File: src/rtl/pcw_store.sv
// Point memory with one write port and two registered read ports.
`default_nettype none
module pcw_store #(
    parameter int DEPTH = 64,
    parameter int AW    = 6,
    parameter int DW    = 48
) (
    input  wire logic          clk,
    input  wire logic          we,
    input  wire logic [AW-1:0] waddr,
    input  wire logic [DW-1:0] wdata,
    input  wire logic          re,
    input  wire logic [AW-1:0] raddr_a,
    input  wire logic [AW-1:0] raddr_b,
    output logic      [DW-1:0] rdata_a,
    output logic      [DW-1:0] rdata_b
);

    logic [DW-1:0] mem [DEPTH];

    always_ff @(posedge clk)
    begin
        if (we)
        begin
            mem[waddr] <= wdata;
        end
    end

    always_ff @(posedge clk)
    begin
        if (re)
        begin
            rdata_a <= mem[raddr_a];
            rdata_b <= mem[raddr_b];
        end
    end

endmodule
`default_nettype wire

File: config.mk
export PLATFORM = sky130hd
export DESIGN_NAME = pcw_store
export DESIGN_NICKNAME = d
export VERILOG_FILES = /design/src/rtl/pcw_store.sv
export SDC_FILE = /design/constraint.sdc
export NUM_CORES = 2
export LEC_CHECK = 0
export CORE_ASPECT_RATIO = 1.4
export CORE_MARGIN = 3
export CORE_UTILIZATION = 35
export DETAILED_ROUTE_END_ITERATION = 10
export DONT_BUFFER_PORTS = 1
export SLEW_MARGIN = 15
export SYNTH_ARGS = -nofsm -noshare
export SYNTH_HDL_FRONTEND = slang
export SYNTH_SLANG_ARGS = --single-unit
File: constraint.sdc
create_clock -name clk -period 6.5 [get_ports clk]
set_clock_uncertainty 0.1 [all_clocks]
set_input_delay 0.325 -clock clk [delete_from_list [all_inputs] [get_ports clk]]
set_output_delay 0.325 -clock clk [all_outputs]
set_load 0.02 [all_outputs]
After elaboration in Yosys (flattened, before gate mapping)
Memories as Yosys holds them, arrays and structs flattened. A register that Yosys moved wholly into a read port is not among the register bits.
Index checks and enable logic that the tools add are counted.
Widths: inputs -> output; s select.

storage, ports and cells
  input bits = 69
  register bits = 0
  output and inout port bits = 96
  RAM bits = 3072
  logic and storage cells = 3
  memories kept = 1

cells by class
  muxes and demuxes = 2

memories
  name  depth  width  rd ports  clocked after memory_dff  wr ports  line  RTL
  mem   64     48     2         2                         1         19    logic [DW-1:0] mem [DEPTH];

operators by type and width
  kind    count
  $mux 1  2

Longest topological paths before layout
  depth after elaboration = 2
  gate-level depth with buffers = 10
  depth with buffers taken out = 5

Worst setup path after synthesis
Ideal clock, no wire load.

  path kind = input port to flip-flop
  from = input port waddr[3]
  to = memory mem[48][0] (enable)
  path buffers = 1
  path slack = 1.790 ns
  stages = 4
  setup time = 0.513 ns
  required time = 5.887 ns
  arrival = 4.097 ns
  path through = clkbuf_1 nor2b_1 nand4b_1 nor3_1

RTL lines
  item         line  RTL
  from (decl)  10    input wire logic [AW-1:0] waddr,
  to (decl)    19

Straight into the memory's write port.

==> results by group <==
Logic synthesis
  • Share of synthesized registers carrying an async set or reset: 0%
  • Syn_area_per_cell: 21.1 um2
  • Post-synth top cells: edfxtp_1 (3168), mux4_2 (1535), o22ai_1 (336)
  • Main synth FF type: edfxtp_1
  • EDFF count, synth: 3168
  • Mapped Nets: 6807
  • Post-Syn Instances: 6738
  • Cell taking the most area after synthesis: edfxtp_1
  • Post-synthesis cell type count: 47
  • Share of the synthesized area in the top cell type: 67.0%
  • Most numerous cell in the Yosys netlist: edfxtp_1
  • Netlist Area Pre-Place: 0.142 mm2
  • Yosys reg bits: 3168
  • Synth top area cells: edfxtp_1 (67%), mux4_2 (24%), o22ai_1 (1.5%), clkbuf_1 (0.67%), buf_2 (0.55%)
  • Register area share after synthesis: 67.0%
  • Synth warn: 0

Global routing
  • Antenna violations before repair: 54
  • Total GRT Usage: 26.4%
  • Vias in the first global route: 83920
  • Gr ovfl total: 0
  • Largest net degree at the start of global routing: 751
  • First-pass GRT wire length: 743 mm

Critical path
  • Crit path capture type: flip-flop
  • RR Endpoint: rdata_b[37]$_DFFE_PP_
  • Worst EP required: 7.06 ns
  • Data arrival time of the worst path: 4.58 ns
  • R2R depth: 7
  • WS Path Type: in2reg
  • R2r setup slk: 3.39 ns
  • Worst R2R Start: mem[39][37]$_DFFE_PP_
  • Startpoint types: input pin
  • Crit-path max FO: 153

Timing
  • Final number of setup-violating endpoints: 0
  • RSZ-0062 raised after global routing: no
  • Worst-Margin Slew: 2.01 ns
  • Post-route minimum period: 4.02 ns
  • Slack of the critical path: 2.48 ns
  • Max Slew Vio Count: 325
  • Headroom to the max-slew limit: -33.9%
  • TNS Setup: 0 ns
  • Final hold viol count: 1
  • Part of the cycle the worst path needs: 61.8%
  • Fmax achieved: 249 MHz
  • Minimum hold slack: -0.00804 ns

Floorplan
  • Core area: 0.404 mm2
  • Starting Density: 35.2%
  • Ports: 165
  • Chip height: 759 um
  • Row cnt: 276
  • Die Footprint: 0.413 mm2
  • DIE WIDTH: 544 um

Worst hold path
  • Hold Crit Endpoint: rdata_b[46]$_DFFE_PP_
  • Hold path cells: 4
  • Worst Hold Class: in2reg
  • Hold path startpoint: raddr_b[0]

Placed design
  • DP HPWL: 314 mm
  • Placed cell count: 11697
  • Gpl congestion: 0.888
  • I/O Buffers: 0
  • DP Worst Slack: 2.24 ns
  • Post-DP Area: 0.149 mm2

Clock tree
  • Clk slew on worst S/H paths: 0.07 ns
  • Max Root-Sink Buffers: 4
  • Clk sinks: 3168
  • CTS tree: done
  • Clk_lat worst skew: 0.93 ns
  • Root Buffer: clkbuf_16
  • CTS buffer count: 323
  • Post-cts sizing count: 0
  • H-Tree Depth: 5

Route
  • DRC viols: 0
  • Wire length per cell: 44.7 um
  • DRT Pass-1 Iters: 9
  • Drt total wl: 557 mm
  • Routed Antenna Nets: 0
  • Vias: 83882
  • DR iter-0 viols: 13213
  • Vias/cell: 6.74

Power
  • Power consumption: 45.7 mW
  • P_leak: 48.8 nW
  • Power Dens Cells: 282 mW/mm2
  • Worst vdd ir: 209 uV

Cells and area
  • Final core utilization: 40.1%
  • # fillers: 35084
  • Share of cells above drive strength 1: 34.2%
  • Final std cells w/o fill: 12454
  • Final Cell Area: 0.162 mm2
  • # nets final: 6938
  • Area delta synth->final: 14.0%

Status
  • Failing checks: hold timing, slew limit
  • Status: complete, but fails checks

Flow run
  • Max cap viols: 0
worst max-delay path by stage:
stage	start	endpoint	slack, ns	cells past startpoint
6_report	raddr_b[0]	rdata_b[37]$_DFFE_PP_	2.48	9
5_1_grt	raddr_b[0]	rdata_b[37]$_DFFE_PP_	2.22	9
4_1_cts	raddr_b[2]	rdata_b[44]$_DFFE_PP_	3.22	7
3_5_place_dp	raddr_b[2]	rdata_b[44]$_DFFE_PP_	2.24	7
3_3_place_gp	raddr_b[2]	rdata_b[42]$_DFFE_PP_	1.59	7
2_1_floorplan	waddr[3]	mem[48][0]$_DFFE_PP_	1.79	4
routing by layer:
layer | global-route usage [%] | vias to the layer above | wire length, um
met5 | 0 | - | 155
met4 | 19.1 | 12 | 46400
met3 | 7.50 | 1674 | 64900
met2 | 41.6 | 6571 | 264000
met1 | 30.9 | 45291 | 181000
li1 | - | 30334 | -
sequential cells by signal, indices dropped and copies added (netlist names):
name,count
rdata_b,48
rdata_a,48
mem,3072
what timing repair did:
action,4_1_cts,5_1_grt
hold buffers,121,1
endpoints found under the hold margin,3338,1
setup buffers,0,0
worst max-delay path, stage by stage:
cell,delay [ns]
buf_16,0.83
buf_16,0.67
mux4_2,0.60
mux2_2,0.30
o21ai_0,0.26
o22ai_1,0.11
dlygate4sd3_1,0.56
o21a_1,0.10
dlygate4sd3_1,0.55
cell families (layout without fill, tap and decap cells):
logic type / after synthesis / after routing / share of synthesized area (%)
buf+inv: 553 / 932 / 1.85
simple gates: 490 / 490 / 1.66
mux: 1604 / 1604 / 24.9
compound gates: 923 / 923 / 4.59
flops: 3168 / 3168 / 67.0
other cells: 0 / 55 / 0
layout by cell type, fill, tap and decap left out, drive strengths merged, types with 26 or more instances in the layout:
| cell | Yosys | routed |
|---|---|---|
| edfxtp | 3168 | 3168 |
| mux4 | 1535 | 1535 |
| clkbuf | 256 | 382 |
| o22ai | 336 | 336 |
| buf | 296 | 291 |
| nor2 | 140 | 140 |
| clkinv | 0 | 128 |
| nand2 | 113 | 113 |
| a22oi | 95 | 95 |
| a22o | 88 | 88 |
| o221ai | 73 | 73 |
| a21oi | 71 | 71 |
| dlygate4sd3 | 0 | 67 |
| a221oi | 63 | 63 |
| nor3 | 58 | 58 |
| mux2i | 56 | 56 |
| o21ai | 56 | 56 |
| diode | 0 | 55 |
| nor2b | 45 | 45 |
| nor4 | 38 | 38 |
| bufinv | 0 | 37 |
| a31oi | 31 | 31 |
| o22a | 29 | 29 |
| a211oi | 29 | 29 |
| nand3 | 26 | 26 |
power by group:
part           switching [mW]  internal (mW)  total, mW  leakage [nW]
clock network            8.29           10.8       19.1          5.12
logic                    2.09           1.44       3.53          15.1
registers               0.284           22.7       23.0          28.6
cell type report:
cell class | count | area (um2) | area share [%]
multi-input combinational | 3017 | 45000 | 27.8
antenna | 55 | 138 | 0.0851
timing repair buffer | 358 | 4420 | 2.73
sequential | 3168 | 95100 | 58.8
clock buffer | 382 | 8500 | 5.25
tap | 5282 | 6610 | 4.09
clock inverter | 191 | 2000 | 1.23
inverter | 1 | 3.75 | 0.00232
Note: power is estimated with default switching activity, not from simulation.
