==> config.mk <==
export PLATFORM = sky130hd
export DESIGN_NAME = pcw_sqdist
export DESIGN_NICKNAME = d
export VERILOG_FILES = /design/src/rtl/pcw_sqdist.sv
export SDC_FILE = /design/constraint.sdc
export NUM_CORES = 2
export LEC_CHECK = 0
export BUFFER_PORTS_ARGS = -buffer_cell sky130_fd_sc_hd__buf_4
export CAP_MARGIN = 20
export CORE_MARGIN = 2
export CORE_UTILIZATION = 45
export CTS_CLUSTER_SIZE = 25
export DETAILED_ROUTE_END_ITERATION = 8
export PLACE_DENSITY = 0.62
export SYNTH_ARGS = -nofsm -noshare
export SYNTH_HDL_FRONTEND = slang
export SYNTH_SLANG_ARGS = --single-unit
export TNS_END_PERCENT = 100
==> constraint.sdc <==
create_clock -name clk -period 10.93 [get_ports clk]
set_clock_uncertainty 0.1 [all_clocks]
set_input_delay 2.186 -clock clk [delete_from_list [all_inputs] [get_ports clk]]
set_output_delay 2.186 -clock clk [all_outputs]
set_load 0.05 [all_outputs]
==> src/rtl/pcw_sqdist.sv <==
// Two-stage squared Euclidean distance with saturation to VW bits.
`default_nettype none
module pcw_sqdist #(
    parameter int CB = 16,
    parameter int VW = 36
) (
    input  wire logic          clk,
    input  wire logic          en,
    input  wire logic [3*CB-1:0] pa,
    input  wire logic [3*CB-1:0] pb,
    output logic      [VW-1:0] sum_sat
);

    localparam int DW = CB + 1;
    localparam int QW = 2 * DW;
    localparam int SW = QW + 2;

    logic [QW-1:0] sq_reg   [3];
    logic [QW-1:0] sq_next  [3];
    logic [SW-1:0] sum;
    logic [VW-1:0] sat_next;

    always_comb
    begin
        for (int n = 0; n < 3; n++)
        begin
            logic signed [DW-1:0] d;
            logic        [DW-1:0] m;
            d = DW'($signed(pa[n*CB +: CB])) - DW'($signed(pb[n*CB +: CB]));
            m = d[DW-1] ? DW'(-d) : DW'(d);
            sq_next[n] = QW'(m) * QW'(m);
        end
    end

    always_ff @(posedge clk)
    begin
        if (en)
        begin
            for (int n = 0; n < 3; n++)
            begin
                sq_reg[n] <= sq_next[n];
            end
        end
    end

    always_comb
    begin
        sum = SW'(sq_reg[0]) + SW'(sq_reg[1]) + SW'(sq_reg[2]);
        if (SW > VW && (sum >> VW) != '0)
        begin
            sat_next = '1;
        end
        else
        begin
            sat_next = sum[VW-1:0];
        end
    end

    always_ff @(posedge clk)
    begin
        if (en)
        begin
            sum_sat <= sat_next;
        end
    end

endmodule
`default_nettype wire

# After elaboration in Yosys (flattened, before gate mapping)

Memories as Yosys holds them, arrays and structs flattened.
Cells that the tools add are included.
Widths: inputs -> output; s select.

Add/sub/neg operators: 8
Multiply operators: 3
Mux-type cells: 5

Operators with widths:

| cell           | count |
|---|---|
| $mul 17x17->34 | 3 |
| $mux 17        | 3 |
| $neg 17->17    | 3 |
| $sub 16x16->17 | 3 |
| $add 35x34->36 | 1 |
| $add 34x34->35 | 1 |
| $mux 1         | 2 |

Bits in writable memories: 102
Flip-flop bits (word level): 36
Logic and storage cells: 18
Memories: 1

Memory list:

| memory | words | bits a word | read ports | clocked after memory_dff | wr ports | RTL line | text |
|---|---|---|---|---|---|---|---|
| sq_reg | 3     | 34          | 3          | 0                        | 3        | 18       | `logic [QW-1:0] sq_reg [3];` |

# Depth between registers and ports, before layout

Depth after elaboration: 4
Depth in mapped cells: 38
Mapped depth without buffers: 37

# Worst setup path after synthesis

OpenSTA, ideal clock, no wires.

Path type: input to register
Start: in pa[0]
End: mem sq_reg[0][33] (netlist name) (data pin)
Path slack: 0.090 ns
Data arrival time: 10.479 ns
Cell stages on the path: 35
Library setup time: 0.261 ns
Buffers on the path: 2
Cell sequence: inv_1 -> ha_1 -> fa_1 -> nand2b_1 -> a21oi_1 -> xor2_1 -> a2111oi_0 -> nand3_1 -> nand3b_1 -> o41a_1 -> xor2_1 -> inv_1 -> buf_2 -> nand2_1 -> fa_1 -> fa_1 -> fa_1 -> inv_1 -> fa_1 -> fa_1 -> inv_1 -> fa_1 -> inv_1 -> ha_1 -> clkbuf_1 -> nand2_1 -> o21ai_0 -> a211oi_1 -> a211oi_1 -> a21oi_1 -> a31oi_1 -> a21o_1 -> a21oi_1 -> o21ai_0 -> xnor2_1

RTL lines:

| what               | RTL line | text |
|---|---|---|
| start: declaration | 9        | `input wire logic [3*CB-1:0] pa,` |
| end: declaration   | 18       |  |

==> impl_results.md <==
* Status: finished clean
* Design area at 39170 um2
* Placement Cell Area at 38410 um2
* Chip height at 278.6 um
* Total track usage at 20.95%
* Post-DRT Antenna Nets at 0
* Critical path arrival at 10.70 ns
* # diodes at 0
* Syn_area_per_cell at 9.203 um2
* Post-detail-place hpwl at 68.86 mm
* Fraction of layout cells with a size suffix above 1 at 13.12%
* Reg clk slew, reported paths at 0.07 ns
* H-tree depth at 4
* Max Slew Vio Count at 0
* Area leader, netlist: fa_1
* Worst r2r path cells at 12
* Final hold slack at 0.6836 ns
* Cells on Worst Hold Path at 2
* Grt met3 use at 2.602%
* Num CTS Buffers at 17
* Routability cong. at 0.8747
* Synthesized area at 33940 um2
* Yosys warns at 0
* Row cnt at 100
* Cell family with the largest share of critical-path delay: adder cells
* Per-cell routed wire length at 15.30 um
* Slew margin rel. at 35.24%
* Initial Utilization at 45.52%
* I/O pin count at 134
* Largest stage delay, worst path at 0.56 ns
* R2r setup slk at 6.53 ns
* Area grow syn2layout at 15.41%
* CP Capture Type: register
* Global route hottest layer: met2
* Hold Startpoint: sq_reg[0][101]
* CP Max Fanout at 8
* Total Wirelength at 78.15 mm
* Reg2reg start: sq_reg[0][8]
* WP buf/inv at 8
* Vias per inst at 5.032
* Register area share after synthesis at 11.94%
* Worst skew pair latency at 0.43 ns
* Core Area at 74570 um2
* Fin crit share at 96.51%
* Setup Viol. Count Final at 0
* Worst EP required at 11.08 ns
* Max-cap violation count at 0
* Clock buffer depth at 2
* Drt pass-1 iters at 5
* Post-synth EDFFs at 135
* Routed vias at 25.70k
* Clock root buffer: clkbuf_16
* Netlist cell types at 91
* M1 GR Usage at 28.55%
* Nets at 5229
* Max Clk Rate at 94.80 MHz
* Iter 0 DRT Violations at 1167
* Cts hold-fix bufs at 0
* Synth top area share at 36.16%
* Worst min-delay path category: register to register
* Critical path's slowest cell: fa_1
* Largest register FFs at 99
* Worst Setup Start Kind: primary input
* Synth area leaders: fa_1 (36%), ha_1 (14%), edfxtp_1 (12%), inv_1 (10%), xnor2_1 (3.5%)
* Reg2reg end: sum_sat[33]
* Fraction of registers with async set/reset at 0%
* Fin. Hold Viols at 0
* Die width at 278.6 um
* Worst hold endpoint: sum_sat[34]
* Final worst path period need at 10.55 ns
* Setup Crit Path Kind: primary input to register
* Pin count of the biggest net entering global routing at 75
* Vias in the first global route at 26.68k
* Gate Count Post-Synth at 3688
* Grt total ovfl at 0
* Crit-path most repeated cell: fa_1
* CTS tree: built
* Antenna violations before repair at 0
* IO Port Bufs at 133
* FF+latch count, synth at 135
* Worst-margin pin slew at 0.9715 ns
* Met2 Use GR at 35.90%
* First-pass GRT wire length at 131.4 mm
* Area of the die at 77640 um2
* Ys flop type: edfxtp_1
* Residual DRC at 0
* Clk sinks at 135
[synth_stat cells (6+ instances only)]
cell and count:
nor2_1 279, a31oi_1 23, o21bai_1 14, edfxtp_1 135, a21o_1 60, a21boi_0 7, o21ai_0 86, a21oi_1 126
nor4_1 14, fa_1 613, o2111ai_1 9, mux2i_1 8, ha_1 392, or3_1 22, o31a_1 6, xnor2_1 136
nand3_1 40, inv_1 920, o21ai_1 8, and3_1 20, a211oi_1 18, clkinv_1 8, a2111oi_0 7, nand3b_1 7
inv_2 10, buf_2 6, o211ai_1 11, o31ai_1 10, nand2b_1 39, o21a_1 33, nand2_1 298, and2_1 16
nor3_1 40, nand4_1 17, xor2_1 66, clkbuf_1 56, nor2b_1 23
[layout by cell type, fill, tap and decap left out, types with 11 or more instances in the layout]
cell type	instances
nand3_1	40
xnor2_1	135
ha_1	392
fa_1	612
xor2_1	63
nand2b_1	39
a31oi_1	22
and3_1	20
buf_4	445
or3_1	22
nor3_1	40
nand2_1	296
o21a_1	33
nand4_1	17
conb_1	38
and2_1	16
o21ai_1	11
nor4_1	14
inv_1	920
o211ai_1	11
a21o_1	60
nor2b_1	23
edfxtp_1	135
clkbuf_16	17
a21oi_1	121
nor2_1	275
a211oi_1	16
o21ai_0	83
o21bai_1	14
[metal layers]
layer  vias to the layer above  wire [um]
met5                         -          0
met3                        96       3167
met4                         0       1511
met2                       431      38280
met1                     12723      35190
li1                      12447          -
[through the flow]
stage	instances	setup slack, ns	utilization [%]	setup TNS, ns
after floorplan	3724	0.08988	-	0
after global placement	5072	-0.1602	51.51	-0.4594
after detailed placement	5072	-0.3092	51.51	-1.601
after CTS	5103	0.1091	52.25	0
after global routing	5107	-0.02454	52.53	-0.06426
final	5107	0.3812	52.53	0
[kinds of logic after synthesis]
| logic type | after synthesis | synth area share (%) |
|---|---|---|
| flip-flops | 135 | 11.94 |
| buffers and inverters | 1005 | 11.16 |
| XOR/XNOR | 204 | 5.308 |
| multiplexers | 9 | 0.2691 |
| adder cells (fa/ha/maj) | 1005 | 50.61 |
| other | 2 | 0.02213 |
| AO/OA/AOI/OAI | 481 | 9.371 |
| AND/OR/NAND/NOR | 847 | 11.32 |
[what timing repair did]
action                                  in CTS  in global routing
setup buffers                                0                  4
gates resized for setup                      0                 38
hold endpoints to repair                     0                  0
endpoints found under the setup margin       0                 16
[worst register-to-register path, cell delays in order, from the launching register on]
cell and delay, ns:
edfxtp_1 0.41, fa_1 0.49, ha_1 0.43, and3_1 0.21
and3_1 0.15, a21oi_1 0.09, a211oi_1 0.41, o22ai_1 0.26
o31ai_1 0.55, a21oi_1 0.20, o21ai_0 0.53, or3_1 0.20
nand4_1 0.10
[how the worst max path moves through the flow]
stage	from	to	slack, ns	cells past startpoint
4_1_cts	pa[0]	sq_reg[0][33]	0.11	36
3_5_place_dp	pa[0]	sq_reg[0][33]	-0.31	36
2_1_floorplan	pa[0]	sq_reg[0][33]	0.09	35
5_1_grt	pa[17]	sq_reg[0][67]	-0.02	31
3_3_place_gp	pa[0]	sq_reg[0][33]	-0.16	36
6_report	pa[17]	sq_reg[0][66]	0.38	32
[final cells by class]
class	count	area [um2]
Clock buffer	17	425.4
Clock inverter	14	127.6
Fill cell	6978	35400
Inverter	938	3521
Multi-Input combinational cell	2584	26410
Sequential cell	135	4054
Tap cell	969	1212
Timing Repair Buffer	450	3423
Power is not shown: default switching activity piles up to over one toggle a cycle in this logic, so the estimate is an artifact.
