--- src/rtl/pcw_pkg.sv ---
// Shared types, codes and exponential tables for the pairwise consistency weight block.
`default_nettype none
package pcw_pkg;

    typedef enum logic [1:0] {
        OP_LOAD_SRC = 2'd0,
        OP_LOAD_TGT = 2'd1,
        OP_EVAL     = 2'd2,
        OP_NONE     = 2'd3
    } op_t;

    typedef enum logic [2:0] {
        ST_WEIGHT   = 3'd0,
        ST_SAME     = 3'd1,
        ST_INCONS   = 3'd2,
        ST_CLOSE    = 3'd3,
        ST_RANGE    = 3'd4
    } verdict_t;

    localparam logic [2:0] CFG_EPSILON  = 3'd0;
    localparam logic [2:0] CFG_MIN_DIST = 3'd1;
    localparam logic [2:0] CFG_SRC_CNT  = 3'd2;
    localparam logic [2:0] CFG_TGT_CNT  = 3'd3;

    localparam int CFG_DATA_BITS = 17;
    localparam int CONS_BITS     = 17;
    localparam int WEIGHT_BITS   = 16;
    localparam int INDEX_BITS    = 6;
    localparam int COUNT_BITS    = 7;

    typedef struct packed {
        logic                   has_weight;
        logic [WEIGHT_BITS-1:0] weight;
        logic [CONS_BITS-1:0]   cons;
        verdict_t               status;
    } result_t;

    // exp(-q) scaled by 65536; zero once q reaches twelve.
    function automatic logic [16:0] exp_q(input logic [3:0] q);
        logic [16:0] r;
        case (q)
            4'd0:    r = 17'd65536;
            4'd1:    r = 17'd24109;
            4'd2:    r = 17'd8869;
            4'd3:    r = 17'd3263;
            4'd4:    r = 17'd1200;
            4'd5:    r = 17'd442;
            4'd6:    r = 17'd162;
            4'd7:    r = 17'd60;
            4'd8:    r = 17'd22;
            4'd9:    r = 17'd8;
            4'd10:   r = 17'd3;
            4'd11:   r = 17'd1;
            default: r = 17'd0;
        endcase
        return r;
    endfunction

    function automatic logic [16:0] exp_h(input logic [3:0] h);
        logic [16:0] r;
        case (h)
            4'd0:    r = 17'd65536;
            4'd1:    r = 17'd61565;
            4'd2:    r = 17'd57835;
            4'd3:    r = 17'd54331;
            4'd4:    r = 17'd51039;
            4'd5:    r = 17'd47947;
            4'd6:    r = 17'd45042;
            4'd7:    r = 17'd42313;
            4'd8:    r = 17'd39750;
            4'd9:    r = 17'd37341;
            4'd10:   r = 17'd35079;
            4'd11:   r = 17'd32954;
            4'd12:   r = 17'd30957;
            4'd13:   r = 17'd29081;
            4'd14:   r = 17'd27319;
            default: r = 17'd25664;
        endcase
        return r;
    endfunction

    function automatic logic [16:0] exp_m(input logic [3:0] m);
        logic [16:0] r;
        case (m)
            4'd0:    r = 17'd65536;
            4'd1:    r = 17'd65280;
            4'd2:    r = 17'd65026;
            4'd3:    r = 17'd64772;
            4'd4:    r = 17'd64520;
            4'd5:    r = 17'd64268;
            4'd6:    r = 17'd64018;
            4'd7:    r = 17'd63768;
            4'd8:    r = 17'd63520;
            4'd9:    r = 17'd63272;
            4'd10:   r = 17'd63025;
            4'd11:   r = 17'd62780;
            4'd12:   r = 17'd62535;
            4'd13:   r = 17'd62291;
            4'd14:   r = 17'd62048;
            default: r = 17'd61806;
        endcase
        return r;
    endfunction

endpackage
`default_nettype wire

--- src/rtl/pcw_weight.sv ---
// Three-stage table exponential and result formatting.
`default_nettype none
module pcw_weight
    import pcw_pkg::*;
(
    input  wire logic                 clk,
    input  wire logic                 en,
    input  wire logic [CONS_BITS-1:0] cons,
    input  wire verdict_t             status,
    output result_t                   result
);

    logic [32:0]          p1_reg;
    logic [3:0]           m_reg;
    verdict_t             st1_reg;
    logic [CONS_BITS-1:0] c1_reg;
    logic [32:0]          p2_reg;
    verdict_t             st2_reg;
    logic [CONS_BITS-1:0] c2_reg;
    logic [16:0]          e1;
    logic [16:0]          e2;
    logic [15:0]          mag;
    logic [16:0]          neg;
    logic [32:0]          p1_next;
    logic [32:0]          p2_next;
    logic [3:0]           q;
    result_t              result_next;

    always_comb
    begin
        q = (cons[16:12] != '0) ? 4'd15 : cons[11:8];
        p1_next = 33'(exp_q(q)) * 33'(exp_h(cons[7:4]));
        e1 = 17'((p1_reg + 33'd32768) >> 16);
        p2_next = 33'(e1) * 33'(exp_m(m_reg));
        e2 = 17'((p2_reg + 33'd32768) >> 16);
        mag = 16'((18'(e2) + 18'd1) >> 1);
        neg = 17'h10000 - 17'(mag);
        result_next.has_weight = (st2_reg == ST_WEIGHT);
        result_next.weight     = (st2_reg == ST_WEIGHT) ? neg[15:0] : '0;
        result_next.cons       = c2_reg;
        result_next.status     = st2_reg;
    end

    always_ff @(posedge clk)
    begin
        if (en)
        begin
            p1_reg  <= p1_next;
            m_reg   <= cons[3:0];
            st1_reg <= status;
            c1_reg  <= cons;
            p2_reg  <= p2_next;
            st2_reg <= st1_reg;
            c2_reg  <= c1_reg;
            result  <= result_next;
        end
    end

endmodule
`default_nettype wire

--- config.mk ---
export PLATFORM = sky130hd
export DESIGN_NAME = pcw_weight
export DESIGN_NICKNAME = d
export VERILOG_FILES = /design/src/rtl/pcw_pkg.sv /design/src/rtl/pcw_weight.sv
export SDC_FILE = /design/constraint.sdc
export NUM_CORES = 1
export LEC_CHECK = 0
export BUFFER_PORTS_ARGS = -buffer_cell sky130_fd_sc_hd__buf_4
export CORE_MARGIN = 5
export CORE_UTILIZATION = 45
export DETAILED_ROUTE_END_ITERATION = 16
export SYNTH_ARGS = -nofsm -noshare
export SYNTH_HDL_FRONTEND = slang
export SYNTH_SLANG_ARGS = --single-unit
--- constraint.sdc ---
create_clock -name clk -period 10.7 [get_ports clk]
set_clock_uncertainty 0.15 [all_clocks]
set_input_delay 1.605 -clock clk [delete_from_list [all_inputs] [get_ports clk]]
set_output_delay 1.605 -clock clk [all_outputs]
set_load 0.005 [all_outputs]
=== Word-level counts from Yosys, hierarchy flattened ===
Memory sizes are Yosys's and may differ from the RTL's. A register that Yosys moved wholly into a read port is not among the register bits.
Cells that the tools add are included.

* Bits in registers: 147
* Latch bits: 0
* Bits in writable memories: 0
* Bits in read-only memories: 768
* Input bits: 22
* Logic and storage cells: 24
* Memories: 3

* Add/subtract/negate cells: 4
* Multiply operators: 2
* Divide/modulo/power cells: 0
* Magnitude comparators: 0
* Equal/unequal tests: 0
* Shift-type cells: 0
* Multiplexer cells: 2
* Bitwise gates (word level): 0
* Reductions and logical operators: 2

{| class="wikitable"
|+ Memories
! name !! words !! bits a word !! rd ports !! clocked after Yosys merged registers in !! write ports !! line !! text
|-
| (name not given) || 16 || 17 || 1 || 0 || 0 || pcw_pkg.sv:61 || <nowiki>case (h)</nowiki>
|-
| (name not given) || 16 || 16 || 1 || 1 || 0 || pcw_pkg.sv:84 || <nowiki>case (m)</nowiki>
|-
| (name not given) || 16 || 15 || 1 || 0 || 0 || pcw_pkg.sv:41 || <nowiki>case (q)</nowiki>
|}

{| class="wikitable"
|+ Operators by type and width
! kind !! count
|-
| $add A33 B16 Y33 const B || 2
|-
| $mul A17 B17 Y33 || 2
|-
| $add A17 B1 Y17 const B || 1
|-
| $sub A1 B16 Y16 const A || 1
|-
| $mux W4 || 2
|-
| $reduce_bool A5 Y1 || 1
|-
| $logic_not A3 Y1 || 1
|}

=== Longest topological paths before layout ===
An unclocked memory read counts as a cell.

* Depth after elaboration: 4
* Gate-level depth with buffers: 31

=== Least setup slack after synthesis ===
OpenSTA, ideal clock, no wires.

* Kind: in2reg
* From: input cons[12]
* To: register p1_reg[26] (data pin)
* Arrival time: 9.024 ns
* Path slack: 1.391 ns
* Stages: 26
* Path buffers: 2
* Cell sequence: or4_1 or2_2 clkbuf_1 nor2_1 ha_1 nor3_1 clkbuf_1 nand2_1 fa_1 fa_1 fa_1 inv_1 fa_1 fa_1 inv_1 fa_1 inv_1 ha_1 a21o_1 a211o_1 a221oi_1 o21a_1 o32ai_1 o41a_1 or4_1 nand3_1

* Word-level cells in the longest chain between the ends: 4

{| class="wikitable"
|+ RTL lines
! element !! line !! text
|-
| from (decl) || pcw_weight.sv:8 || <nowiki>input wire logic [CONS_BITS-1:0] cons,</nowiki>
|-
| $reduce_bool A5 Y1 || pcw_weight.sv:31 || <nowiki>q = (cons[16:12] != '0) ? 4'd15 : cons[11:8];</nowiki>
|-
| $mux W4 || pcw_weight.sv:31 ||
|-
| $mem_v2 Z16 W15 || n/a ||
|-
| $mul A17 B17 Y33 || pcw_weight.sv:32 || <nowiki>p1_next = 33'(exp_q(q)) * 33'(exp_h(cons[7:4]));</nowiki>
|-
| net p1_next[26] || pcw_weight.sv:24 || <nowiki>logic [32:0] p1_next;</nowiki>
|-
| to (signal assigned) || pcw_weight.sv:48 || <nowiki>p1_reg <= p1_next;</nowiki>
|-
| to (decl) || pcw_weight.sv:13 || <nowiki>logic [32:0] p1_reg;</nowiki>
|}

The timed path passes the listed nets, and every way through them passes these cells.
A chain may end at the register's enable or synchronous reset.

=== Worst setup path after layout ===
* From: input cons[12]
* To: register p1_reg[32] (data pin)

Same word-level chain as after synthesis.

==> impl_metrics.json <==
{
  "multi_input_area_um2": 16800,
  "synthArstFlopShare_pct": 0,
  "via_count": 16100,
  "ys_seq_area_share_pct": 16.1,
  "numPortBuffers": 58,
  "dp_slack_ns": 0.613,
  "final_max_slew_viol_count": 0,
  "final_nets": 3111,
  "boundaryPins": 59,
  "rsz0062_at_grt": "no",
  "drv_cap": 0,
  "grt_pass1_vias": 17300,
  "clk_path_buf_depth": 2,
  "worstPathArrival_ns": 9.70,
  "wire_per_inst_um": 17.4,
  "setup_ws_ns": 1.06,
  "crit_path_max_fanout": 14,
  "drt_iter0_drc": 1014,
  "p_per_area_nw_per_um2": 253,
  "power.total_mw": 6.16,
  "regArea_um2": 3650,
  "rows": 82,
  "design_area_um2": 24400,
  "worstSkewPairLatency_ns": 0.46,
  "fin_crit_ns": 9.64,
  "startpoint_type": "input port",
  "slowest_stage": "or4_1",
  "ctsResizeCount": 0,
  "routed_wl_um": 54200,
  "finalHoldViolCount": 0,
  "tightest_slew_ns": 1.22,
  "dpl_cell_area_um2": 23800,
  "antenna_found_initial": 1,
  "fmax_mhz": 104,
  "path_class": "input port to register",
  "period_share_pct": 90.1,
  "syn-num-nets": 3087,
  "diodes": 0,
  "drc": 0,
  "coreArea_um2": 50000,
  "cts_tree": "done",
  "gp_congestion": 0.931,
  "ir_drop_mv": 0.371,
  "drtAntennaViolNets": 0,
  "tns_ns": 0,
  "initial_core_util_pct": 45.3,
  "hp-class": "register to register",
  "cpPeakStageDelay_ns": 0.65,
  "dp_hpwl_um": 44300,
  "grt_pass1_wl_um": 90200,
  "syn_avg_cell_area_um2": 9.40,
  "synth-edff-count": 113,
  "cts_inserted_buffers": 17,
  "ys_ff_latch": 126,
  "clk_pin_slew_ns": 0.08,
  "path_common_cell": "fa_1",
  "ys_types": 74,
  "post_cts_buffers": 0,
  "htreeDepth": 4,
  "ys.flop_type": "edfxtp_1",
  "n_fill_cell": 4715,
  "grt_start_max_net_pins": 55,
  "clkSinkCount": 126,
  "finalSetupViolations": 0,
  "p_leak_nw": 12.0,
  "die_x_um": 234,
  "syn_inst": 2411,
  "drive_above_1_share_pct": 5.88,
  "hold_ws_ns": 0.264,
  "synth_area_um2": 22700,
  "cts_root_buf": "clkbuf_16",
  "status": "complete, no violations",
  "gr-total-overflow": 0,
  "critPathRequiredTime_ns": 10.76,
  "crit_path_end_kind": "register",
  "vias_per_cell": 5.17,
  "grt_usage_pct": 20.8,
  "hold_buffers": 0,
  "slew_headroom_pct": 17.8,
  "yosysWarnings": 0,
  "area_delta_synth_final_pct": 7.67,
  "die_h_um": 234,
  "die_area_um2": 54900,
  "dr.pass1.iters": 5
}
[synthesized netlist by cell type, types with 4 or more instances]
cell type	number	area, um2
nor2b_1	6	37.5
and2_1	106	663
o211ai_1	5	37.5
or3_1	13	81.3
and3_1	10	62.6
nand2b_1	19	119
a31oi_1	6	37.5
edfxtp_1	113	3390
o21a_1	21	158
a21oi_1	47	235
nor3_1	24	120
o31ai_1	6	45.0
ha_1	262	3280
inv_1	515	1930
mux2i_1	9	90.1
a211oi_1	7	52.6
xor2_1	28	245
nand4_1	9	56.3
o22ai_1	7	43.8
nand2_1	273	1020
a21o_1	16	120
or2_2	7	43.8
o31a_1	4	35.0
nor4_1	14	87.6
clkbuf_1	73	274
nand3_1	29	145
o21bai_1	4	30.0
dfxtp_1	13	260
o21ai_0	34	170
mux2_2	5	56.3
nor2_1	210	788
xnor2_1	58	508
fa_1	392	7850
[worst max-delay path, delay by kind of cell]
kind / cells / cell delay [ns]
compound gates: 7 / 2.27
fa+ha+maj: 8 / 3.57
buf+inv: 5 / 0.51
xor+xnor: 1 / 0.12
simple gates: 5 / 1.59
[path summary, 6_finish.rpt]
check	startpoint	end	slack, ns	depth (start not counted)
worst max-delay path	cons[12]	p1_reg[32]	1.06	26
worst min-delay path	c1_reg[12]	c2_reg[12]	0.26	0
worst max register to register	p1_reg[15]	p2_reg[32]	2.36	27
worst min register to register	c1_reg[12]	c2_reg[12]	0.26	0
[through the flow]
step	std cells	util, %
CTS	3120	48.8
detailed placement	3088	47.7
global route	3120	48.8
floorplan	2411	-
global placement	3088	47.7
finish	3120	48.8
[layer usage]
| metal | routed length [um] | vias to the layer above | GRT usage [%] |
|---|---|---|---|
| li1 | - | 7537 | - |
| met1 | 24600 | 8174 | 29.4 |
| met2 | 25900 | 356 | 34.4 |
| met3 | 2840 | 50 | 3.08 |
| met4 | 858 | 0 | 4.45 |
| met5 | 0 | - | 0 |
[cells by family after synthesis]
group | after synthesis | share of synthesized area [%]
flops | 126 | 16.1
simple gates | 748 | 15.4
mux | 14 | 0.646
xor+xnor | 86 | 3.33
fa+ha+maj | 654 | 49.1
compound gates | 185 | 5.35
buf+inv | 598 | 10.0
[power by group]
group | total [mW] | internal, mW | switching [mW]
combinational | 4.65 | 2.02 | 2.63
clock | 0.562 | 0.320 | 0.242
sequential | 0.956 | 0.845 | 0.111
[layout by cell type, fill, tap and decap left out, types with 9 or more instances in the layout]
cell type / Yosys / layout
xor2_1: 28 / 28
buf_4: 3 / 88
ha_1: 262 / 262
and3_1: 10 / 10
o21a_1: 21 / 21
nand4_1: 9 / 9
nand2_1: 273 / 273
dfxtp_1: 13 / 13
a21o_1: 16 / 16
or3_1: 13 / 13
edfxtp_1: 113 / 113
a21oi_1: 47 / 47
inv_1: 515 / 515
nor3_1: 24 / 24
fa_1: 392 / 392
and2_1: 106 / 106
xnor2_1: 58 / 55
nor4_1: 14 / 14
clkbuf_16: 0 / 17
nor2_1: 210 / 210
o21ai_0: 34 / 34
mux2i_1: 9 / 9
nand2b_1: 19 / 19
nand3_1: 29 / 29
[final cells by class]
class	instances	area share, %
clock buffers	19	1.77
clock inverters	13	0.472
inverters	515	7.93
multi-input cells	1687	68.7
flip-flops and latches	126	15.0
well taps	672	3.45
repair buffers	88	2.71
(Power assumes the default switching activity.)
