[config.mk]
export PLATFORM = sky130hd
export DESIGN_NAME = pcw_isqrt
export DESIGN_NICKNAME = d
export VERILOG_FILES = /design/src/rtl/pcw_isqrt.sv
export SDC_FILE = /design/constraint.sdc
export NUM_CORES = 1
export LEC_CHECK = 0
export ABC_AREA = 1
export BUFFER_PORTS_ARGS = -buffer_cell sky130_fd_sc_hd__clkbuf_2
export CAP_MARGIN = 5
export CORE_MARGIN = 4
export CORE_UTILIZATION = 30
export CTS_BUF_LIST = sky130_fd_sc_hd__clkbuf_8
export DETAILED_ROUTE_END_ITERATION = 8
export MAX_ROUTING_LAYER = met4
export PLACE_DENSITY_LB_ADDON = 0.12
export SYNTH_ARGS = -nofsm -noshare
export SYNTH_HDL_FRONTEND = slang
export SYNTH_SLANG_ARGS = --single-unit
[constraint.sdc]
create_clock -name clk -period 4.9 [get_ports clk]
set_input_delay 0.735 -clock clk [delete_from_list [all_inputs] [get_ports clk]]
set_output_delay 0.735 -clock clk [all_outputs]
set_load 0.01 [all_outputs]
[src/rtl/pcw_isqrt.sv]
// Pipelined floor square root, one result bit per stage.
`default_nettype none
module pcw_isqrt #(
    parameter int VW = 36
) (
    input  wire logic              clk,
    input  wire logic              en,
    input  wire logic [VW-1:0]     val,
    output logic      [VW/2-1:0]   root
);

    localparam int RW  = VW / 2;
    localparam int RMW = RW + 2;

    logic [RMW-1:0] rem_reg  [RW+1];
    logic [RW-1:0]  root_reg [RW+1];
    logic [VW-1:0]  val_reg  [RW+1];

    assign rem_reg[0]  = '0;
    assign root_reg[0] = '0;
    assign val_reg[0]  = val;

    for (genvar k = 0; k < RW; k++)
    begin : g_stage
        logic [RMW-1:0] shifted;
        logic [RMW-1:0] trial;
        logic           fits;

        always_comb
        begin
            shifted = {rem_reg[k][RMW-3:0], val_reg[k][VW-1:VW-2]};
            trial   = {root_reg[k], 2'b01};
            fits    = shifted >= trial;
        end

        always_ff @(posedge clk)
        begin
            if (en)
            begin
                rem_reg[k+1]  <= fits ? shifted - trial : shifted;
                root_reg[k+1] <= {root_reg[k][RW-2:0], fits};
                val_reg[k+1]  <= val_reg[k] << 2;
            end
        end
    end

    assign root = root_reg[RW];

endmodule
`default_nettype wire

==> After elaboration in Yosys (flattened, before gate mapping) <==
Cells that the tools add are included.
{ "totals": {"inputBits": 38, "out_inout_bits": 18, "regBits": 768} }
{ "classes": {"magnitude_cmp": 18, "muxes": 17, "addsub": 17} }
{ "ops": {"columns": ["operator", "count"], "rows": [
  ["18-bit two-way mux", 16],
  ["20-bit by 10-bit greater-or-equal comparator with 1-bit output", 1],
  ["20-bit by 11-bit greater-or-equal comparator with 1-bit output", 1],
  ["20-bit by 12-bit greater-or-equal comparator with 1-bit output", 1],
  ["20-bit by 13-bit greater-or-equal comparator with 1-bit output", 1],
  ["20-bit by 14-bit greater-or-equal comparator with 1-bit output", 1],
  ["20-bit by 15-bit greater-or-equal comparator with 1-bit output", 1],
  ["20-bit by 16-bit greater-or-equal comparator with 1-bit output", 1],
  ["20-bit by 17-bit greater-or-equal comparator with 1-bit output", 1],
  ["20-bit by 18-bit greater-or-equal comparator with 1-bit output", 1],
  ["20-bit by 19-bit greater-or-equal comparator with 1-bit output", 1],
  ["20-bit by 3-bit greater-or-equal comparator with 1-bit output", 1],
  ["20-bit by 4-bit greater-or-equal comparator with 1-bit output", 1],
  ["20-bit by 5-bit greater-or-equal comparator with 1-bit output", 1],
  ["20-bit by 6-bit greater-or-equal comparator with 1-bit output", 1],
  ["20-bit by 7-bit greater-or-equal comparator with 1-bit output", 1],
  ["20-bit by 8-bit greater-or-equal comparator with 1-bit output", 1],
  ["20-bit by 9-bit greater-or-equal comparator with 1-bit output", 1],
  ["18-bit by 10-bit subtractor with 18-bit output", 1],
  ["18-bit by 11-bit subtractor with 18-bit output", 1],
  ["18-bit by 12-bit subtractor with 18-bit output", 1],
  ["18-bit by 13-bit subtractor with 18-bit output", 1],
  ["18-bit by 14-bit subtractor with 18-bit output", 1],
  ["18-bit by 15-bit subtractor with 18-bit output", 1],
  ["13 further kinds", 13]
]} }

==> Depth between registers and ports, before layout <==
Gate-level depths: netlist of the first run.
{ "logic_depth": {"ltp_word": 2, "depth_mapped": 14, "depth_no_buf": 14} }

==> Worst setup path after synthesis of the first run <==
No wires, ideal clock.
{ "synth_path": {"path_type": "reg-to-reg", "startpoint": "register rem_reg, in the netlist g_stage[5].shifted[3]", "endpoint": "register rem_reg, in the netlist g_stage[6].shifted[5] (data pin)", "t_required_ns": 4.642, "arrival_time_ns": 1.664, "setup_time_ns": 0.258, "stages_incl_launch_ff": 9, "n_path_buf": 1, "path_slack_ns": 2.978, "cell_sequence": "edfxtp_1 -> ha_1 -> a21oi_1 -> o21ai_1 -> nand2_1 -> nand2_2 -> nor3_4 -> buf_6 -> o21ai_1"} }
{ "synth_between": {"elab_chain_cells": 2, "elab_cells_between_ends": 3} }
{ "synth_rtl": {"columns": ["item", "line_no", "text"], "rows": [
  ["start, declared", "15", "logic [RMW-1:0] rem_reg [RW+1];"],
  ["start signal, assigned by index", "40", "rem_reg[k+1] <= fits ? shifted - trial : shifted;"],
  ["18-bit by 7-bit subtractor with 18-bit output or 20-bit by 7-bit greater-or-equal comparator with 1-bit output (tied branches)", "40, 33", null],
  ["18-bit two-way mux *", "40", null]
]} }
Every way passes the cells marked *; elsewhere a longest branch is shown, timed or not.
A chain may end at the register's enable or synchronous reset.

==> Worst setup path after layout of the first run <==
{ "layout_path": {"startpoint": "register rem_reg, in the netlist g_stage[10].shifted[3]", "endpoint": "register rem_reg, in the netlist g_stage[11].shifted[10] (data pin)"} }
{ "layout_between": {"elab_chain_cells": 2, "elab_cells_between_ends": 3} }
{ "layout_rtl": {"columns": ["item", "line_no", "text"], "rows": [
  ["20-bit by 12-bit greater-or-equal comparator with 1-bit output", "33", "fits = shifted >= trial;"],
  ["via g_stage[10].fits", "27", "logic fits;"],
  ["18-bit two-way mux", "40", null]
]} }
The timed path passes the listed nets, and every way through them passes these cells.

==> results of run 1 <==
-- placed cells by master, fill, tap and decap left out, types with 16 or more instances in the layout --
master	count
a21oi_2	38
clkbuf_2	54
dlygate4sd3_1	33
nor3_1	31
nand2_2	29
xor2_1	76
ha_1	190
nor2_1	302
inv_1	600
nand3b_1	51
edfxtp_1	763
inv_2	18
xnor2_1	46
o21ai_1	30
o21ai_0	89
nor2_2	19
nand4_1	40
o21ai_2	31
nand3_1	205
clkinv_1	43
a21oi_1	157
clkbuf_8	143
clkinv_2	16
nand2_1	1119
-- worst max-delay path, stage by stage, from the launching register on --
cell and delay [ps]:
edfxtp_1 390, ha_1 380, a21oi_1 170, nand2_1 150, nand3_1 100, nand3_1 110, nor2_2 780, inv_1 240
nand2_1 130, nand2_1 50
-- cells in the mapped netlist, types with 6 or more instances --
cell / instances / area (µm²)
a21oi_1: 157 / 786
xnor2_1: 46 / 403
edfxtp_1: 763 / 22900
o21ai_1: 30 / 150
nand3_2: 6 / 60.1
inv_2: 18 / 67.6
nor2_1: 302 / 1130
xor2_1: 76 / 666
nor2_2: 19 / 119
buf_6: 19 / 214
o21ai_2: 31 / 272
or2_2: 7 / 43.8
nand4_1: 40 / 250
ha_1: 190 / 2380
inv_1: 561 / 2110
o21ai_0: 89 / 445
nand3b_1: 51 / 383
o21bai_1: 8 / 60.1
nand2_1: 1119 / 4200
nor3_1: 31 / 155
nand2_2: 29 / 181
nand3_1: 205 / 1030
a21oi_2: 38 / 333
-- kinds of logic (layout without fill, tap and decap cells) --
family,after synthesis,after routing
flip-flops,763,763
XOR/XNOR,123,123
AND/OR/NAND/NOR,1852,1852
buffers and inverters,613,953
adder cells (fa/ha/maj),190,190
other,1,2
AO/OA/AOI/OAI,375,375
-- power breakdown --
part | switching (mW) | internal, mW
clock | 2.86 | 2.96
combinational | 2.17 | 1.18
sequential | 0.427 | 8.06
-- layout make-up --
type / count / area (µm²)
antenna: 1 / 2.50
clock buffer: 143 / 1970
clock inverter: 118 / 718
fill: 13408 / 85000
inverter: 585 / 2210
multi-input combinational: 2541 / 13700
sequential: 763 / 22900
tap: 1742 / 2180
timing repair buffer: 107 / 846
-- timing repair --
item	CTS	global route
resized for setup	0	0
endpoints found under the hold margin	33	0
hold buffers	33	0
-- layer usage --
| metal | vias to the layer above | wire length (µm) | global-route usage |
|---|---|---|---|
| met5 | - | 0 | - |
| met4 | 0 | 1890 | 0.0407 |
| li1 | 13547 | - | - |
| met1 | 11950 | 42900 | 0.178 |
| met3 | 133 | 3440 | 0.0277 |
| met2 | 359 | 41000 | 0.211 |
-- per-stage QoR --
step / instance area (µm²) / setup WS, ps / power [mW] / instances
after CTS: 44500 / 2090 / 18.1 / 5999
after global routing: 44500 / 1820 / 18.9 / 6000
after detailed placement: 41500 / 2120 / 12.0 / 5705
after global placement: 41500 / 2080 / 12.0 / 5705
after floorplan: 39100 / 2980 / 10.9 / 3917
final: 44500 / 2140 / 17.7 / 6000
-- path summary, 6_finish.rpt --
path / end / slack (ps)
worst min-delay path: val_reg[640] / 140
worst max register to register: g_stage[11].shifted[10] / 2140
worst min register to register: g_stage[4].shifted[1] / 380
worst max-delay path: g_stage[11].shifted[10] / 2140
==> metrics.md, run 1 <==
| Metric | Value |
|---|---|
| Core Area | between 0.1 and 0.15 mm² |
| Netlist Area Pre-Place | roughly 0.039 mm² |
| First-pass GRT wire length | 142,000 µm |
| Number of violations reported at the end of detailed-routing iteration 0 | roughly 1.6k |
| Synthesized-area fraction occupied by ao, oa, aoi and oai cells | 0.0568 |
| Number of distinct library cell variants in the gate-level netlist after synthesis | between 50 and 60 |
| Slew headroom | 0.328 |
| Combined global-route utilization of all metal layers | 0.135 |
| Leftover overflow at the end of global routing | 0 |
| Total of warnings raised by yosys | 0 |
| Number of nets still failing antenna checks after routing | 0 |
| Count of final setup violators | 0 |
| Nets in the synthesized netlist | roughly 4.1k |
| RSZ-0062 raised after global routing | no |
| Core occupancy in the finished layout | 0.344 |
| Fraction of layout cells with a size suffix above 1 | 0.101 |
| R2R cell count | 9 |
| Port Buffers | 55 |
| Critical path peak fanout | 24 |
| H-tree Lvls | 4 |
| Clk slew on worst S/H paths | roughly 60 ps |
| Synthesized-area fraction occupied by and/or/nand/nor cells | 0.205 |
| Number of stages on the worst hold path | 1 |
| Final period util | 0.564 |
| Worst-Margin Slew | 1010 ps |
| Type of the tightest min-delay check | input pin to flip-flop |
| Standard-cell row count | roughly 130 |
| Worst setup SP type | flip-flop |
| Post-synthesis mux area share | 0 |
| Via count of the first global-routing pass | 26.0k |
| Hold path start | val[26] |
| Syn Area/Cell | between 9 and 10 µm² |
| Pin count of the biggest net entering global routing | 104 |
| Buffers inserted by post-CTS timing repair | 0 |
| Synth Area in XOR/XNOR | 0.0277 |
| Die height | between 300 and 400 µm |
| Total power density per cell area | 397 mW/mm² |
| Aggregate negative setup slack | 0 ps |
| Die width | between 300 and 400 µm |
| Hold Slack | about 140 ps |
| I/O pins | 56 |
| Predominant post-synthesis flop cell | edfxtp_1 |
| Max-slew violation count | 0 |
| Worst R2R Start | g_stage[10].shifted[3] |
| Worst-case clock buffer depth | 3 |
| Total iterations of the first detailed-routing run | 6 |
| CP Data Required Time | between 5000 and 6000 ps |
| WP data arrival | 3330 ps |
| Worst setup EP type | flip-flop |
| Peak supply drop | between 200 and 300 µV |
| Worst setup startpoint | g_stage[10].shifted[3] |
| Initial standard-cell utilization of the core | 0.302 |
| Main combinational cell family by area after synthesis | simple AND/OR/NAND/NOR gates |
| Number of nets in the layout | roughly 4.4k |
| Proportion of register bits with asynchronous set or reset after synthesis | 0 |
| Final weighted congestion of routability-driven global placement | roughly 0.86 |
| CTS tree | yes |
| Routed vias/inst | around 4.3 |
| Max Freq | about 0.36 GHz |
| Routed wire length per instance | around 15 µm |
| Clock period minus worst slack | ~2800 ps |
| Post-route clock skew | 59.5 ps |
| CTS Sinks | 763 |
| Vias | 26.0k |
| Run status | completed |
| Max reg flops | 320 |
| Number of clock buffers inserted by TritonCTS | 143 |
| Clk Tree Root Cell | clkbuf_8 |
| Routed WL | about 90,000 µm |
| Post-synthesis share of cell area spent on full adders, half adders and majority gates | 0.0608 |
| Max-cap check violation count | 0 |
| Leakage power summed over all cells | 19.1 nW |
| Placed wire-length estimate after detailed placement | 65,500 µm |
| Number of antenna violations at the first check in global routing | 1 |
| Post-synthesis register bit count | around 760 |
| Instance count of the mapped netlist | just under 4k |
| Total count of hold-check failures in the final report | 0 |
| Drc violations | 0 |
| Sequential area share after synthesis | 0.586 |
| Clock insertion delay at the later pin of the skew report | 840 ps |
| Worst Setup Path Type | flip-flop to flip-flop |
| Layout overhead on the synthesized area | 13.9% |
| Area of the die | 0.136 mm² |
| Count of flip-flops with a built-in enable after synthesis | ~760 |
Power figures use the tool's default switching activity.
==> run 2, diff against run 1 <==
clock period = 2.5 ns   (was 4.9 ns; I/O delays follow)
==> metrics.md, run 2 (synthesis results as in run 1) <==
| Metric | Value |
|---|---|
| Run status | completed |
| RSZ-0062 raised after global routing | no |
| Standard-cell row count | 132 |
| Die width | roughly 370 µm |
| Setup slack of the critical path after layout | 181 ps |
| Worst Setup Path Type | flip-flop to flip-flop |
| Total count of hold-check failures in the final report | 0 |
| I/O pins | 56 |
| Layout overhead on the synthesized area | 15.4% |
| Commonest non-fill, non-tap cell in the layout | nand2_1 |
| Critical path peak fanout | 13 |
| Die height | about 370 µm |
| Max-cap check violation count | 0 |
| CP Data Required Time | slightly above 3000 ps |
| WP data arrival | roughly 2900 ps |
| Count of final setup violators | 0 |
| Leftover overflow at the end of global routing | 0 |
| Slowest Stage Delay on Critical Path | roughly 470 ps |
| Worst-Margin Slew | ~530 ps |
| Number of antenna violations at the first check in global routing | 2 |
| Port Buffers | 55 |
| Area of the die | roughly 0.14 mm² |
| Max-slew violation count | 0 |
| Clock period minus worst slack | roughly 2300 ps |
| Wire length the detailed router placed on met1 | 42,200 µm |
| Routed WL | around 91,000 µm |
| Core Area | between 0.1 and 0.15 mm² |
| Cells traversed along the worst timing path | ha_1 > a21oi_1 > a21oi_2 > nor2_2 > nand2_4 > inv_2 > buf_4 > o21ai_1 |
| Number of violations reported at the end of detailed-routing iteration 0 | ~1.5k |
| DP Area | ~0.042 mm² |
| Place WS | approximately 120 ps |
| Slowest-stage cell, CP | edfxtp_1 |
| Metal2 WL | 43,300 µm |
| Buffers inserted by post-CTS timing repair | 0 |
| Type of the tightest min-delay check | input pin to flip-flop |
| Max reg flops | between 300 and 400 |
| Peak supply drop | 453 µV |
| Instance count after placement with tap cells included | 5,758 |
| Hold Slack | 281 ps |
| Clk slew on worst S/H paths | ~60 ps |
| Final period util | 0.928 |
| Number of nets in the layout | between 4k and 5k |
| Combined global-route utilization of all metal layers | 0.139 |
| Total iterations of the first detailed-routing run | 5 |
| Slew headroom | 0.645 |
| Drc violations | 0 |
| Fraction of layout cells with a size suffix above 1 | 0.114 |
| Leakage power summed over all cells | slightly below 20 nW |
| First-pass GRT wire length | ~150,000 µm |
| Pin count of the biggest net entering global routing | 80 |
| Final weighted congestion of routability-driven global placement | ~0.84 |
| Via count of the first global-routing pass | 26.6k |
| Post-route clock skew | about 34 ps |
| Routed wire length per instance | between 10 and 15 µm |
| Max Freq | approximately 0.43 GHz |
| CTS tree | yes |
| Fill cell count | 13.4k |
| Worst setup SP type | flip-flop |
| Routed length on met3 | between 3000 and 4000 µm |
| Clk Tree Root Cell | clkbuf_8 |
| Aggregate negative setup slack | 0 ps |
| Clock insertion delay at the later pin of the skew report | ~800 ps |
| CTS Sinks | approximately 760 |
| Cell Count, Final, Fillers Out | slightly above 6k |
| Initial standard-cell utilization of the core | 0.302 |
| H-tree Lvls | 4 |
| Post-layout power | between 30 and 40 mW |
| Vias | ~26k |
| Core occupancy in the finished layout | 0.348 |
| Placed wire-length estimate after detailed placement | about 68,000 µm |
| Worst setup EP type | flip-flop |
| Routed vias/inst | between 4 and 5 |
| Number of nets still failing antenna checks after routing | 0 |
| Finished layout cell area | about 0.045 mm² |
| Total power density per cell area | 776 mW/mm² |
| Most frequent cells in the layout | nand2_1 (1,118), edfxtp_1 (763), inv_1 (600) |
| Worst-case clock buffer depth | 3 |
| DR top layer | met4 |
| Number of clock buffers inserted by TritonCTS | 143 |
[run 2: where the power goes]
part           total, mW  internal, mW  switching [mW]
registers           16.6          15.8           0.840
logic               6.69          2.41            4.28
clock network       11.7          6.34            5.36
[run 2: path summary, 6_finish.rpt]
check / depth (start not counted) / from / slack (ps) / end
worst max-delay path: 8 / g_stage[8].shifted[3] / 180 / g_stage[9].shifted[9]
worst min-delay path: 2 / val[32] / 280 / g_stage[1].shifted[0]
worst max register to register: 8 / g_stage[8].shifted[3] / 180 / g_stage[9].shifted[9]
worst min register to register: 0 / val_reg[569] / 400 / val_reg[535]
[run 2: worst max-delay path, delay by kind of cell (launching register included)]
kind            cells  cell delay, ps
buf+inv             2             300
fa+ha+maj           1             390
simple gates        2             350
flops               1             470
compound gates      3             570
[run 2: layout make-up]
class                      instances  area, µm²  share of cell area
multi-input combinational       2541      13700               0.304
clock inverter                   112        758              0.0168
inverter                         585       2210              0.0490
clock buffer                     144       1980              0.0439
tap                             1742       2180              0.0483
sequential                       763      22900               0.508
timing repair buffer             165       1370              0.0303
antenna                            2       5.00            0.000111
[run 2: layer usage]
layer	global-route usage	vias up
met1	0.176	12173
met5	-	-
li1	-	13638
met3	0.0250	143
met2	0.226	415
met4	0.0441	0
[run 2: repair_timing]
action / CTS / global route
hold buffers: 38 / 0
endpoints found under the hold margin: 59 / 0
endpoints found under the setup margin: 0 / 10
gates resized for setup: 0 / 2
